File: config.mk
export PLATFORM = sky130hd
export DESIGN_NAME = wiper_washer_controller_top
export DESIGN_NICKNAME = d
export VERILOG_FILES = /design/src/sv/wwc_pkg.sv /design/src/sv/wiper_washer_controller_top.sv
export VERILOG_INCLUDE_DIRS = /design/src /design/src/sv
export SDC_FILE = /design/constraint.sdc
export NUM_CORES = 1
export LEC_CHECK = 0
export ABC_CLOCK_PERIOD_IN_PS = 13400
export BUFFER_PORTS_ARGS = -buffer_cell sky130_fd_sc_hd__clkbuf_2
export CORE_MARGIN = 2
export CORE_UTILIZATION = 55
export DETAILED_ROUTE_END_ITERATION = 8
export PLACE_DENSITY = 0.75
export SYNTH_ARGS = -nofsm -noshare
export SYNTH_HDL_FRONTEND = slang
export SYNTH_SLANG_ARGS = --single-unit
export TNS_END_PERCENT = 30
File: constraint.sdc
create_clock -name clock -period 13.4 [get_ports clock]
set_clock_uncertainty 0.1 [all_clocks]
set_input_delay 0.67 -clock clock [delete_from_list [all_inputs] [get_ports clock]]
set_output_delay 0.67 -clock clock [all_outputs]
set_load 0.05 [all_outputs]
File: src/sv/wiper_washer_controller_top_assert.svh
`ifndef WIPER_WASHER_CONTROLLER_TOP_ASSERT_SVH
`define WIPER_WASHER_CONTROLLER_TOP_ASSERT_SVH

// Same-cycle implication, checked outside reset
`define WWC_ASSERT_NOW(label, clk, rst, ante, cons) \
   label: assert property (@(posedge clk) disable iff (rst) (ante) |-> (cons)) \
      else $error("wiper washer controller: same-cycle check failed");

// Next-cycle implication, checked outside reset
`define WWC_ASSERT_NEXT(label, clk, rst, ante, cons) \
   label: assert property (@(posedge clk) disable iff (rst) (ante) |=> (cons)) \
      else $error("wiper washer controller: next-cycle check failed");

`endif

File: src/sv/wwc_pkg.sv
package wwc_pkg;

   // register map, word index = paddr[4:2]
   localparam int unsigned CSR_ADDR_W = 5;
   localparam logic [2:0] CSR_DEBOUNCE     = 3'd0;
   localparam logic [2:0] CSR_WASH_START   = 3'd1;
   localparam logic [2:0] CSR_WASH_STOP    = 3'd2;
   localparam logic [2:0] CSR_SWEEP        = 3'd3;
   localparam logic [2:0] CSR_PERIOD_SHORT = 3'd4;
   localparam logic [2:0] CSR_PERIOD_MID   = 3'd5;
   localparam logic [2:0] CSR_PERIOD_LONG  = 3'd6;
   localparam logic [2:0] CSR_RAIN_CONFIRM = 3'd7;

   localparam logic [3:0]  RST_DEBOUNCE     = 4'd2;
   localparam logic [7:0]  RST_WASH_START   = 8'd15;
   localparam logic [9:0]  RST_WASH_STOP    = 10'd120;
   localparam logic [10:0] RST_SWEEP        = 11'd40;
   localparam logic [11:0] RST_PERIOD_SHORT = 12'd140;
   localparam logic [11:0] RST_PERIOD_MID   = 12'd540;
   localparam logic [11:0] RST_PERIOD_LONG  = 12'd1040;
   localparam logic [7:0]  RST_RAIN_CONFIRM = 8'd5;

   // delay knob voltage bands (mV)
   localparam logic [12:0] BAND_LOW_MV = 13'd1666;
   localparam logic [12:0] BAND_MID_MV = 13'd3333;

   // rain sensor settling
   localparam logic [5:0] SETTLE_LIMIT = 6'd10;
   localparam logic [5:0] SETTLE_HOLD  = 6'd50;

   // switch bit positions
   localparam int unsigned SW_INT  = 0;
   localparam int unsigned SW_LOW  = 1;
   localparam int unsigned SW_HIGH = 2;
   localparam int unsigned SW_WASH = 3;

   typedef struct packed {
      logic        sw_intermittent;
      logic        sw_low;
      logic        sw_high;
      logic        sw_washer;
      logic        park_switch;
      logic        ignition;
      logic        charge_door;
      logic [12:0] delay_mv;
      logic        remote_off;
      logic        rain_low;
      logic        rain_high;
   } req_type;

   typedef struct packed {
      logic low_drive;
      logic high_drive;
      logic washer_drive;
      logic cluster_ign;
      logic sensor_power;
      logic rain_power;
      logic rain_park_signal;
      logic stat_intermittent;
      logic stat_low;
      logic stat_high;
      logic stat_washer;
      logic auto_active;
   } rsp_type;

endpackage

File: src/sv/wiper_washer_controller_top.sv
// Wiper and washer controller. Each req transaction is one control tick: raw
// switches, park contact, ignition, charge door, delay knob voltage, remote
// off and rain sensor outputs. Every tick yields exactly one rsp transaction
// carrying the latched motor/washer/sensor pins and status bits. One tick is
// taken per clock while req_stall is low; the whole tick is evaluated in one
// combinational pass over the state registers and registered into the result
// register, or into the one-entry skid buffer behind it when full and stalled;
// req_stall only rises when both are full (result stalled two ticks deep).
// Configuration is through an APB-style port, registers at byte address 4*i,
// and must only be written while no tick is in flight.

`include "wiper_washer_controller_top_assert.svh"

module wiper_washer_controller_top (
   input  logic                                   clock,
   input  logic                                   reset,
   // tick input
   input  logic                                   req_valid,
   output logic                                   req_stall,
   input  wwc_pkg::req_type                       req_data,
   // result output
   output logic                                   rsp_valid,
   input  logic                                   rsp_stall,
   output wwc_pkg::rsp_type                       rsp_data,
   // configuration
   input  logic                                   psel,
   input  logic                                   penable,
   input  logic                                   pwrite,
   input  logic [wwc_pkg::CSR_ADDR_W-1:0]         paddr,
   input  logic [31:0]                            pwdata,
   output logic [31:0]                            prdata,
   output logic                                   pready
);
   import wwc_pkg::*;

   // ---------------------------------------------------------------------
   // Configuration registers
   // ---------------------------------------------------------------------
   logic [3:0]  cfg_debounce_ff;
   logic [7:0]  cfg_wash_start_ff;
   logic [9:0]  cfg_wash_stop_ff;
   logic [10:0] cfg_sweep_ff;
   logic [11:0] cfg_period_short_ff;
   logic [11:0] cfg_period_mid_ff;
   logic [11:0] cfg_period_long_ff;
   logic [7:0]  cfg_rain_confirm_ff;

   logic       csr_write;
   logic [2:0] csr_index;

   assign pready    = 1'b1;
   assign csr_write = psel & penable & pwrite;
   assign csr_index = paddr[4:2];

   always_ff @(posedge clock) begin
      if (reset) begin
         cfg_debounce_ff     <= RST_DEBOUNCE;
         cfg_wash_start_ff   <= RST_WASH_START;
         cfg_wash_stop_ff    <= RST_WASH_STOP;
         cfg_sweep_ff        <= RST_SWEEP;
         cfg_period_short_ff <= RST_PERIOD_SHORT;
         cfg_period_mid_ff   <= RST_PERIOD_MID;
         cfg_period_long_ff  <= RST_PERIOD_LONG;
         cfg_rain_confirm_ff <= RST_RAIN_CONFIRM;
      end else if (csr_write) begin
         case (csr_index)
            CSR_DEBOUNCE:     cfg_debounce_ff     <= pwdata[3:0];
            CSR_WASH_START:   cfg_wash_start_ff   <= pwdata[7:0];
            CSR_WASH_STOP:    cfg_wash_stop_ff    <= pwdata[9:0];
            CSR_SWEEP:        cfg_sweep_ff        <= pwdata[10:0];
            CSR_PERIOD_SHORT: cfg_period_short_ff <= pwdata[11:0];
            CSR_PERIOD_MID:   cfg_period_mid_ff   <= pwdata[11:0];
            CSR_PERIOD_LONG:  cfg_period_long_ff  <= pwdata[11:0];
            CSR_RAIN_CONFIRM: cfg_rain_confirm_ff <= pwdata[7:0];
            default: ;
         endcase
      end
   end

   always_comb begin
      case (csr_index)
         CSR_DEBOUNCE:     prdata = {28'd0, cfg_debounce_ff};
         CSR_WASH_START:   prdata = {24'd0, cfg_wash_start_ff};
         CSR_WASH_STOP:    prdata = {22'd0, cfg_wash_stop_ff};
         CSR_SWEEP:        prdata = {21'd0, cfg_sweep_ff};
         CSR_PERIOD_SHORT: prdata = {20'd0, cfg_period_short_ff};
         CSR_PERIOD_MID:   prdata = {20'd0, cfg_period_mid_ff};
         CSR_PERIOD_LONG:  prdata = {20'd0, cfg_period_long_ff};
         CSR_RAIN_CONFIRM: prdata = {24'd0, cfg_rain_confirm_ff};
         default:          prdata = 32'd0;
      endcase
   end

   // ---------------------------------------------------------------------
   // Tick state
   // ---------------------------------------------------------------------
   logic [3:0] db_ff,       db_in;        // debounced switches
   logic [3:0] prev_raw_ff, prev_raw_in;
   logic [3:0] db_cnt_ff [4];
   logic [3:0] db_cnt_in [4];
   logic       wash_prev_ff, wash_prev_in;
   logic       wash_on_ff,   wash_on_in;  // start delay armed
   logic       wash_off_ff,  wash_off_in; // stop delay armed
   logic [7:0] won_cnt_ff,  won_cnt_in;
   logic [9:0] woff_cnt_ff, woff_cnt_in;
   logic [11:0] sweep_ff,   sweep_in;
   logic       p_low_ff,  p_low_in;
   logic       p_high_ff, p_high_in;
   logic       p_wash_ff, p_wash_in;
   logic       p_sens_ff, p_sens_in;
   logic       p_rain_ff, p_rain_in;
   logic       p_park_ff, p_park_in;
   logic       s_int_ff,  s_int_in;
   logic       s_low_ff,  s_low_in;
   logic       s_high_ff, s_high_in;
   logic       s_wash_ff, s_wash_in;
   logic       s_auto_ff, s_auto_in;
   logic [5:0] settle_ff, settle_in;
   logic [7:0] rain_cnt_ff [2];
   logic [7:0] rain_cnt_in [2];
   logic [1:0] rain_act_ff, rain_act_in;

   logic [3:0]  raw;
   logic        washer;
   logic [11:0] period;
   logic [1:0]  rain_req;
   rsp_type     result;

   assign raw      = {req_data.sw_washer, req_data.sw_high, req_data.sw_low,
                      req_data.sw_intermittent};
   assign rain_req = {req_data.rain_high, req_data.rain_low};
   assign period   = (req_data.delay_mv < BAND_LOW_MV) ? cfg_period_short_ff :
                     (req_data.delay_mv < BAND_MID_MV) ? cfg_period_mid_ff :
                                                         cfg_period_long_ff;

   always_comb begin
      db_in        = db_ff;
      prev_raw_in  = raw;
      db_cnt_in    = db_cnt_ff;
      wash_prev_in = wash_prev_ff;
      wash_on_in   = wash_on_ff;
      wash_off_in  = wash_off_ff;
      won_cnt_in   = won_cnt_ff;
      woff_cnt_in  = woff_cnt_ff;
      sweep_in     = sweep_ff;
      p_low_in     = p_low_ff;
      p_high_in    = p_high_ff;
      p_wash_in    = p_wash_ff;
      p_sens_in    = p_sens_ff;
      p_rain_in    = p_rain_ff;
      p_park_in    = p_park_ff;
      s_int_in     = s_int_ff;
      s_low_in     = s_low_ff;
      s_high_in    = s_high_ff;
      s_wash_in    = s_wash_ff;
      s_auto_in    = s_auto_ff;
      settle_in    = settle_ff;
      rain_cnt_in  = rain_cnt_ff;
      rain_act_in  = rain_act_ff;

      // debounce, four independent channels
      for (int i = 0; i < 4; i++) begin
         if (prev_raw_ff[i] == raw[i]) begin
            db_cnt_in[i] = (db_cnt_ff[i] == 4'd15) ? 4'd15 : db_cnt_ff[i] + 4'd1;
            if (db_cnt_in[i] >= cfg_debounce_ff) db_in[i] = raw[i];
         end else begin
            db_cnt_in[i] = 4'd0;
         end
      end
      washer = db_in[SW_WASH];

      // washer follow-on wipe
      if (!wash_prev_ff && washer) begin
         won_cnt_in  = 8'd0;
         wash_off_in = 1'b0;
         wash_on_in  = 1'b1;
      end else if (wash_prev_ff && !washer) begin
         woff_cnt_in = 10'd0;
         wash_on_in  = 1'b0;
         wash_off_in = 1'b1;
      end
      if (wash_on_in) begin
         if (washer) begin
            if (won_cnt_in >= cfg_wash_start_ff) begin
               p_low_in    = 1'b1;
               wash_on_in  = 1'b0;
               won_cnt_in  = 8'd0;
               woff_cnt_in = 10'd0;
               s_low_in    = 1'b1;
            end else begin
               won_cnt_in = (won_cnt_in == 8'd255) ? 8'd255 : won_cnt_in + 8'd1;
            end
         end else begin
            wash_on_in = 1'b0;
            won_cnt_in = 8'd0;
         end
      end else if (wash_off_in) begin
         if (!washer) begin
            if ((woff_cnt_in >= cfg_wash_stop_ff) && req_data.park_switch) begin
               p_low_in    = 1'b0;
               wash_off_in = 1'b0;
               s_low_in    = 1'b0;
            end
            woff_cnt_in = (woff_cnt_in == 10'd1023) ? 10'd1023 : woff_cnt_in + 10'd1;
         end
      end
      wash_prev_in = washer;

      // manual modes; auto selection is last tick's
      if (req_data.ignition) begin
         p_sens_in = 1'b1;
         if (!washer) begin
            p_wash_in = 1'b0;
            s_wash_in = 1'b0;
            if (!wash_off_in && !s_auto_ff) begin
               if (db_in[SW_INT]) begin
                  s_int_in = 1'b1;
                  sweep_in = (sweep_ff == 12'd4095) ? 12'd4095 : sweep_ff + 12'd1;
                  if (sweep_in < {1'b0, cfg_sweep_ff}) begin
                     p_low_in = 1'b1;
                  end else if (sweep_in < period) begin
                     if (req_data.park_switch) p_low_in = 1'b0;
                  end else begin
                     sweep_in = 12'd0;
                  end
               end else begin
                  s_int_in = 1'b0;
                  sweep_in = 12'd0;
               end
               if (db_in[SW_LOW]) begin
                  p_low_in = 1'b1;
                  s_low_in = 1'b1;
               end else begin
                  s_low_in = 1'b0;
                  if (!db_in[SW_INT] && !db_in[SW_HIGH] && req_data.park_switch)
                     p_low_in = 1'b0;
               end
               if (db_in[SW_HIGH]) begin
                  p_low_in  = 1'b1;
                  p_high_in = 1'b1;
                  s_high_in = 1'b1;
               end else begin
                  s_high_in = 1'b0;
                  if (req_data.park_switch) p_high_in = 1'b0;
               end
            end
         end else begin
            p_high_in = 1'b0;
            p_wash_in = 1'b1;
            s_wash_in = 1'b1;
         end
      end else begin
         p_wash_in = 1'b0;
         p_sens_in = 1'b0;
         s_wash_in = 1'b0;
         if (req_data.park_switch) begin
            p_low_in  = 1'b0;
            p_high_in = 1'b0;
         end
         s_int_in  = 1'b0;
         s_low_in  = 1'b0;
         s_high_in = 1'b0;
         sweep_in  = 12'd0;
      end

      // automatic rain-sensor wiping
      if (req_data.ignition) begin
         if (!db_in[SW_INT] && !db_in[SW_LOW] && !db_in[SW_HIGH] &&
             !req_data.remote_off) begin
            s_auto_in = 1'b1;
         end else begin
            s_auto_in = 1'b0;
            settle_in = 6'd0;
         end
         if (s_auto_in) begin
            if (!wash_off_in && !wash_on_in && !washer) begin
               p_rain_in = 1'b1;
               settle_in = (settle_in == 6'd63) ? 6'd63 : settle_in + 6'd1;
               if (settle_in > SETTLE_LIMIT) begin
                  for (int j = 0; j < 2; j++) begin
                     if (rain_req[j]) begin
                        if (rain_cnt_ff[j] >= cfg_rain_confirm_ff) rain_act_in[j] = 1'b1;
                        rain_cnt_in[j] = (rain_cnt_ff[j] == 8'd255) ? 8'd255 :
                                         rain_cnt_ff[j] + 8'd1;
                     end else begin
                        rain_act_in[j] = 1'b0;
                        rain_cnt_in[j] = 8'd0;
                     end
                  end
                  settle_in = SETTLE_HOLD;
               end
               p_park_in = !req_data.park_switch;
               if (rain_act_in[1]) begin
                  p_low_in       = 1'b0;
                  rain_act_in[0] = 1'b0;
               end
               if (rain_act_in[0]) begin
                  p_high_in = 1'b0;
                  p_low_in  = 1'b1;
                  s_low_in  = 1'b1;
               end else begin
                  if (req_data.park_switch) p_low_in = 1'b0;
                  s_low_in = 1'b0;
                  if (rain_act_in[1]) begin
                     p_low_in  = 1'b0;
                     p_high_in = 1'b1;
                     s_high_in = 1'b1;
                  end else begin
                     if (req_data.park_switch) p_high_in = 1'b0;
                     s_high_in = 1'b0;
                  end
               end
            end
         end else begin
            p_rain_in = 1'b0;
         end
      end else begin
         s_auto_in = 1'b0;
         p_rain_in = 1'b0;
         settle_in = 6'd0;
      end

      result.low_drive         = p_low_in;
      result.high_drive        = p_high_in;
      result.washer_drive      = p_wash_in;
      result.cluster_ign       = req_data.ignition | req_data.charge_door;
      result.sensor_power      = p_sens_in;
      result.rain_power        = p_rain_in;
      result.rain_park_signal  = p_park_in;
      result.stat_intermittent = s_int_in;
      result.stat_low          = s_low_in;
      result.stat_high         = s_high_in;
      result.stat_washer       = s_wash_in;
      result.auto_active       = s_auto_in;
   end

   // ---------------------------------------------------------------------
   // Handshake: result register plus one skid entry
   // ---------------------------------------------------------------------
   logic    out_valid_ff;
   logic    skid_valid_ff;
   rsp_type out_data_ff;
   rsp_type skid_data_ff;
   logic    req_accept;
   logic    rsp_take;
   logic    out_free;

   assign req_stall  = skid_valid_ff;
   assign req_accept = req_valid & ~skid_valid_ff;
   assign rsp_take   = out_valid_ff & ~rsp_stall;
   assign out_free   = ~out_valid_ff | rsp_take;
   assign rsp_valid  = out_valid_ff;
   assign rsp_data   = out_data_ff;

   always_ff @(posedge clock) begin
      if (reset) begin
         out_valid_ff  <= 1'b0;
         skid_valid_ff <= 1'b0;
      end else begin
         if (skid_valid_ff) begin
            // skid drains first to keep transaction order
            if (rsp_take) begin
               out_valid_ff  <= 1'b1;
               skid_valid_ff <= 1'b0;
            end
         end else if (req_accept) begin
            if (out_free) out_valid_ff <= 1'b1;
            else          skid_valid_ff <= 1'b1;
         end else if (rsp_take) begin
            out_valid_ff <= 1'b0;
         end
      end
   end

   always_ff @(posedge clock) begin
      if (skid_valid_ff) begin
         if (rsp_take) out_data_ff <= skid_data_ff;
      end else if (req_accept) begin
         if (out_free) out_data_ff  <= result;
         else          skid_data_ff <= result;
      end
   end

   // tick state advances on every accepted transaction
   always_ff @(posedge clock) begin
      if (reset) begin
         db_ff        <= '0;
         prev_raw_ff  <= '0;
         db_cnt_ff    <= '{default: '0};
         wash_prev_ff <= 1'b0;
         wash_on_ff   <= 1'b0;
         wash_off_ff  <= 1'b0;
         won_cnt_ff   <= '0;
         woff_cnt_ff  <= '0;
         sweep_ff     <= '0;
         p_low_ff     <= 1'b0;
         p_high_ff    <= 1'b0;
         p_wash_ff    <= 1'b0;
         p_sens_ff    <= 1'b0;
         p_rain_ff    <= 1'b0;
         p_park_ff    <= 1'b0;
         s_int_ff     <= 1'b0;
         s_low_ff     <= 1'b0;
         s_high_ff    <= 1'b0;
         s_wash_ff    <= 1'b0;
         s_auto_ff    <= 1'b0;
         settle_ff    <= '0;
         rain_cnt_ff  <= '{default: '0};
         rain_act_ff  <= '0;
      end else if (req_accept) begin
         db_ff        <= db_in;
         prev_raw_ff  <= prev_raw_in;
         db_cnt_ff    <= db_cnt_in;
         wash_prev_ff <= wash_prev_in;
         wash_on_ff   <= wash_on_in;
         wash_off_ff  <= wash_off_in;
         won_cnt_ff   <= won_cnt_in;
         woff_cnt_ff  <= woff_cnt_in;
         sweep_ff     <= sweep_in;
         p_low_ff     <= p_low_in;
         p_high_ff    <= p_high_in;
         p_wash_ff    <= p_wash_in;
         p_sens_ff    <= p_sens_in;
         p_rain_ff    <= p_rain_in;
         p_park_ff    <= p_park_in;
         s_int_ff     <= s_int_in;
         s_low_ff     <= s_low_in;
         s_high_ff    <= s_high_in;
         s_wash_ff    <= s_wash_in;
         s_auto_ff    <= s_auto_in;
         settle_ff    <= settle_in;
         rain_cnt_ff  <= rain_cnt_in;
         rain_act_ff  <= rain_act_in;
      end
   end

   // ---------------------------------------------------------------------
   // Assertions
   // ---------------------------------------------------------------------
   // skid only ever holds an entry behind a full result register
   `WWC_ASSERT_NOW(a_skid_behind_out, clock, reset, skid_valid_ff, out_valid_ff)
   // a transaction arriving at a stalled, full result register lands in the skid
   `WWC_ASSERT_NEXT(a_stalled_to_skid, clock, reset,
                    req_accept && out_valid_ff && rsp_stall, skid_valid_ff)
   // ignition off drops washer pump and rain sensor power in that tick's result
   `WWC_ASSERT_NEXT(a_ign_off_pins, clock, reset,
                    req_accept && out_free && !req_data.ignition,
                    rsp_valid && !rsp_data.washer_drive && !rsp_data.rain_power)
   // settle counter is pinned at the hold value once past the limit
   `WWC_ASSERT_NOW(a_settle_bound, clock, reset, 1'b1, settle_ff <= SETTLE_HOLD)
   // high rain request always cancels low
   `WWC_ASSERT_NOW(a_rain_exclusive, clock, reset, 1'b1,
                   !(rain_act_ff[0] && rain_act_ff[1]))

endmodule
==> results of run 1 <==
[logic make-up (layout without fill, tap and decap cells)]
logic type / Yosys count / in the layout / share of synthesized area
xor gates and xnor gates: 15 / 15 / 0.01128
muxes: 62 / 62 / 0.06082
DFF: 189 / 189 / 0.3439
buffers and inverters: 175 / 188 / 0.06447
and+or+nand+nor: 560 / 560 / 0.2182
other: 2 / 21 / 0.0006450
AOI/OAI and AO/OA: 381 / 381 / 0.2136
adders and majority gates: 81 / 81 / 0.08704
[synth_stat cells, types with 20 or more instances]
library cell  instances
nand3_1              46
nor3_1               26
a22oi_1              25
inv_1                76
nor2_1              167
clkbuf_1             66
a21oi_1             143
nand2_1             209
o21ai_0              57
edfxtp_1             22
ha_1                 81
a211oi_1             20
buf_4                23
dfxtp_1             167
mux2i_1              46
[worst max-delay path, delay by kind of cell, from the launching register on]
| family | cells | cell delay (ps) |
|---|---|---|
| adder cells (fa/ha/maj) | 3 | 760 |
| AND/OR/NAND/NOR | 10 | 1970 |
| multiplexers | 1 | 270 |
| flip-flops | 1 | 340 |
| AO/OA/AOI/OAI | 8 | 2000 |
[cells in the final DEF (no fill, tap or decap), types with 16 or more instances in the layout]
cell type and count:
conb_1 21, nor2_1 167, a22oi_1 25, dfxtp_1 167
nand2b_1 16, inv_1 76, edfxtp_1 22, ha_1 81
nor3_1 26, nand2_1 209, and3_1 18, mux2i_1 46
a21oi_1 143, o21ai_0 57, clkbuf_16 17, nand3_1 46
a211oi_1 20, a211o_1 18, clkbuf_2 69
[how the worst max path moves through the flow]
| stage | endpoint | slack (ps) | cells after the start |
|---|---|---|---|
| floorplan | rsp_data[3] | 8530 | 23 |
| global placement | rsp_data[3] | 7890 | 22 |
| detailed placement | rsp_data[3] | 7780 | 22 |
| CTS | rain_cnt_ff[3] | 7760 | 22 |
| global route | rain_cnt_ff[15] | 7220 | 22 |
| finish | rsp_data[3] | 7710 | 22 |
[cell type report]
class                           instances  area, um^2  area share
Clock buffer                           18       429.2     0.03407
Clock inverter                         14       137.6     0.01093
Inverter                               77       289.0     0.02295
Multi-Input combinational cell       1120        6972      0.5535
Sequential cell                       189        4004      0.3179
Tap cell                              275       344.1     0.02732
Timing Repair Buffer                   79       420.4     0.03338
[sequential cells by signal, summed over array words and instances (netlist names), 10 cells and up]
signal               count
cfg_period_long_ff      12
cfg_period_mid_ff       12
rain_cnt_ff             16
sweep_ff                12
skid_data_ff            11
db_cnt_ff               16
cfg_wash_stop_ff        10
cfg_sweep_ff            11
cfg_period_short_ff     12
woff_cnt_ff             10
rsp_data                11
[layer usage]
| layer | wire, um | share of wire | up-vias |
|---|---|---|---|
| met5 | 0 | 0 | - |
| li1 | - | - | 5223 |
| met3 | 1567 | 0.053 | 48 |
| met2 | 14370 | 0.48 | 321 |
| met1 | 13220 | 0.44 | 5040 |
| met4 | 622 | 0.021 | 0 |
[power groups by stage]
stage | Clock, mW | Combinational, mW | Sequential [mW]
final | 0.500 | 0.166 | 0.594
after global routing | 0.525 | 0.180 | 0.596
after CTS | 0.502 | 0.165 | 0.594
after detailed placement | 0 | 0.164 | 0.607
after global placement | 0 | 0.161 | 0.607
after floorplan | 0 | 0.116 | 0.617
[through the flow]
stage	worst slack, ps	instance area [um^2]	utilization
2_1_floorplan	8527	11720	-
3_3_place_gp	7889	12030	0.5759
6_report	7710	12600	0.6030
5_1_grt	7215	12600	0.6030
3_5_place_dp	7779	12030	0.5759
4_1_cts	7759	12600	0.6030
==> qor.csv, run 1 <==
metric,value,unit
critical path startpoint category,flop,
"flops & latches, synth",189,
Max-cap violations,0,
post-CTS sizing,0,
unrepaired setup endpoints after global routing,no,
hold crit path type,reg -> reg,
die extent in x,149.5,um
Initial DRC Count,1078,
register share of total power,0.471,
initial antenna violation count,0,
site row count,53,
# placed instances,1740,
Sink Count,189,
final hold vios,0,
post-cts hold buffer count,0,
Post-synth EDFFs,22,
GP Congestion,0.9113,
Overflow after GRT,0,
largest net degree at the start of global routing,88,
max-slew violation count,0,
Area Overhead vs Synth,8.177,%
VDD IR max,0.00009392,V
final worst-path cycle share,0.4246,
fin crit period,5690,ps
layout cells sized above 1,0.1002,
Post-Route WL,29.78,mm
Final TNS setup,0,ps
top cell type by total area after synthesis,dfxtp_1,
main area contributors after synthesis,"dfxtp_1, ha_1, nand2_1",
DRT antenna net count,0,
Fill cells,1891,
CTS H-tree depth,4,
reg2reg end,rsp_data[3],
DP HPWL,21.04,mm
Vias/cell,6.000,
Root Buffer,clkbuf_16,
Critical Path RT,13500,ps
Switching Power,380.2,uW
chip height,149.5,um
Post-Syn Area per Cell,7.948,um^2
Worst Reg-to-Reg Cells,22,
first-pass GRT wire length,47.98,mm
Setup Viol. Count Final,0,
vias in the first global route,9618,
met2 usage,0.4557,
P_int,880.6,uW
Bufs on Longest Clock Path,2,
Total Die Area,22350,um^2
clk_lat worst skew,450,ps
slowest CP cell,a311o_1,
Clock power frac,0.397,
status,finished clean,
met3 GRT Util,0.03415,
Hold Path Depth,2,
Worst R2R Setup Slack,7710,ps
initial core utilization,0.5574,
CTS tree,built,
drt pass-1 iters,5,
Non-Filler Instances,1772,
CP peak stage delay,590,ps
Worst setup EP type,flop,
Syn Std Cell Area,11640,um^2
GRT Overall Usage,0.2668,
"most used cell, CP",nor2_1,
Synth top area share,0.2871,
switching fraction of total power,0.3016,
M1 GR Usage,0.3509,
number of buffers created by CTS,17,
Gate Count Post-Synth,1465,
worst setup path start,db_cnt_ff[12],
"Net count, final",1632,
ANT cells,0,
"Reg clk slew, reported paths",80,ps
Hold EP,p_rain_ff,
min-delay src,p_rain_ff,
total power,1.261,mW
pwr/cell area,100.1,nW/um^2
# DRC,0,
IO Pins,114,
CORE AREA,20890,um^2
register area share after synthesis,0.3439,
arrival time at the worst endpoint,5790,ps
R2R Path Start,db_cnt_ff[12],
Worst Max-Slew Pin Slew,1069,ps
CP Cell Sequence,"ha_1, nand2_1, nor2_1, nor2_1, ha_1, a21oi_1, o21ai_1, a21o_1, a311o_1, nor3_1, and2_1, ha_1, and3_1, nor2_1, o21bai_1, nor2_1, nor4_2, o41a_4, o32a_1, o21ai_1, and3_1, mux2_2",
"Top FF cell, synth",dfxtp_1,
post-synthesis cell type count,82,
Hold Worst Slack,358.7,ps
fmax,175.7,MHz
Setup Buffers After CTS,0,
Max transition margin,0.2846,
Leak Pwr,5.225,nW
"Warnings, synthesis",0,
GRT busiest layer,met2,
routed len/inst,16.81,um
DR vias,10632,
Logic pwr share,0.132,
CP Class,reg -> reg,
Max Fanout on Critical Path,12,
ys async rst share,0,
Buffers on Ports,70,
Power figures use the tool's default switching activity.
==> inputs of run 2 (changes only) <==
- ABC_CLOCK_PERIOD_IN_PS: 13400 -> 4900
- CORE_UTILIZATION: 55 -> 54
- PLACE_DENSITY: 0.75 -> 0.77
- clock period: 13.4 -> 4.9 ns (I/O delays scaled with it)
==> qor.csv, run 2 (synthesis gave the netlist of run 1 again) <==
metric,value,unit
"Design Area, Final",13030,um^2
DP HPWL,21.28,mm
initial core utilization,0.5522,
Overflow after GRT,0,
GRT Overall Usage,0.2663,
pwr/cell area,268.3,nW/um^2
fin crit period,4785,ps
Post-Place Cell Area,12150,um^2
status,finished clean,
Total Die Area,22750,um^2
Worst Max-Slew Pin Slew,1048,ps
dpl ws,-34.60,ps
Vias/cell,6.002,
Worst setup EP type,flop,
number of buffers created by CTS,17,
die extent in x,150.8,um
DRT antenna net count,0,
Leak Pwr,5.395,nW
final worst-path cycle share,0.9764,
hold crit path type,in -> reg,
vias in the first global route,9961,
Buffers on Ports,70,
footprint of the multi-input gates,7082,um^2
initial antenna violation count,0,
Bufs on Longest Clock Path,2,
layout cells sized above 1,0.1288,
"commonest non-fill, non-tap cells in the layout","nand2_1, nor2_1, dfxtp_1",
Reg area,4011,um^2
Initial DRC Count,930,
# DRC,0,
Max transition margin,0.3012,
Area Overhead vs Synth,11.91,%
GP Congestion,0.9254,
CTS tree,built,
clk_lat worst skew,450,ps
biggest regs,"db_cnt_ff (16), rain_cnt_ff (16)",
largest net degree at the start of global routing,78,
Root Buffer,clkbuf_16,
max-slew violation count,0,
Max Fanout on Critical Path,15,
Critical Path RT,5180,ps
Max-cap violations,0,
CP Class,reg -> reg,
first-pass GRT wire length,48.73,mm
site row count,53,
VDD IR max,0.0001897,V
chip height,150.8,um
CTS H-tree depth,4,
routed len/inst,16.95,um
drt pass-1 iters,5,
"Net count, final",1664,
IO Pins,114,
"Reg clk slew, reported paths",80,ps
total power,3.496,mW
final worst setup slack,115.5,ps
DR vias,10834,
Setup Viol. Count Final,0,
CORE AREA,21090,um^2
fmax,209.0,MHz
"leading cell type in the layout, fill and taps excluded",nand2_1,
Fill cells,1808,
Sink Count,189,
arrival time at the worst endpoint,5060,ps
final hold vios,0,
Hold Worst Slack,5.377,ps
utilization after layout,0.6179,
critical path startpoint category,flop,
Post-Route WL,30.59,mm
## run 2: metal layers
metal  global-route usage  vias up  part of all wire
met2               0.4473      422              0.48
met3              0.04247       78             0.060
met5                    0        -                 0
li1                     -     5284                 -
met1               0.3429     5050              0.43
met4               0.1075        0             0.032
## run 2: final cells by class
type	count	share of cell area
antenna	1	0.0001920
clock buffer	18	0.03294
clock inverter	14	0.01075
inverter	77	0.02218
multi-input combinational	1120	0.5435
sequential	189	0.3079
tap	275	0.02641
timing repair buffer	111	0.05617
## run 2: critical path, stage by stage (launching register included)
cell	delay, ps
dfxtp_1	420
nand3_1	150
nor2_1	130
mux2i_1	120
ha_1	310
o21bai_1	70
a22oi_1	310
or3b_4	470
nor3_4	210
and2_1	150
ha_2	170
and3_1	180
nor2_1	40
o21bai_1	170
nor2_1	100
nor4_4	300
o41ai_2	150
buf_4	180
nor4_4	230
buf_4	190
buf_4	130
clkbuf_16	160
o211ai_1	90
a21oi_1	160
## run 2: where the power goes
group | switching, mW | internal [mW]
sequential | 0.0262 | 1.60
combinational | 0.338 | 0.147
clock | 0.701 | 0.683
## run 2: worst paths after layout
kind	endpoint	start	depth (start not counted)	slack, ps
worst min register to register	p_rain_ff	p_rain_ff	2	360
worst max register to register	rain_cnt_ff[9]	db_cnt_ff[10]	23	120
worst max-delay path	rain_cnt_ff[9]	db_cnt_ff[10]	23	120
worst min-delay path	req_stall	rsp_stall	3	5
## run 2: what timing repair did
item | in CTS | in global routing
gates cloned | 0 | 2
hold buffers | 8 | 0
endpoints found under the hold margin | 17 | 0
setup endpoints to repair | 3 | 50
resized for setup | 2 | 30
buffers inserted | 0 | 8
pin swaps | 0 | 12
## run 2: per-stage QoR
step                TNS, ps  instances
CTS                       0       1794
global route         -751.0       1804
finish                    0       1805
floorplan                 0       1484
detailed placement   -34.60       1754
global placement          0       1754
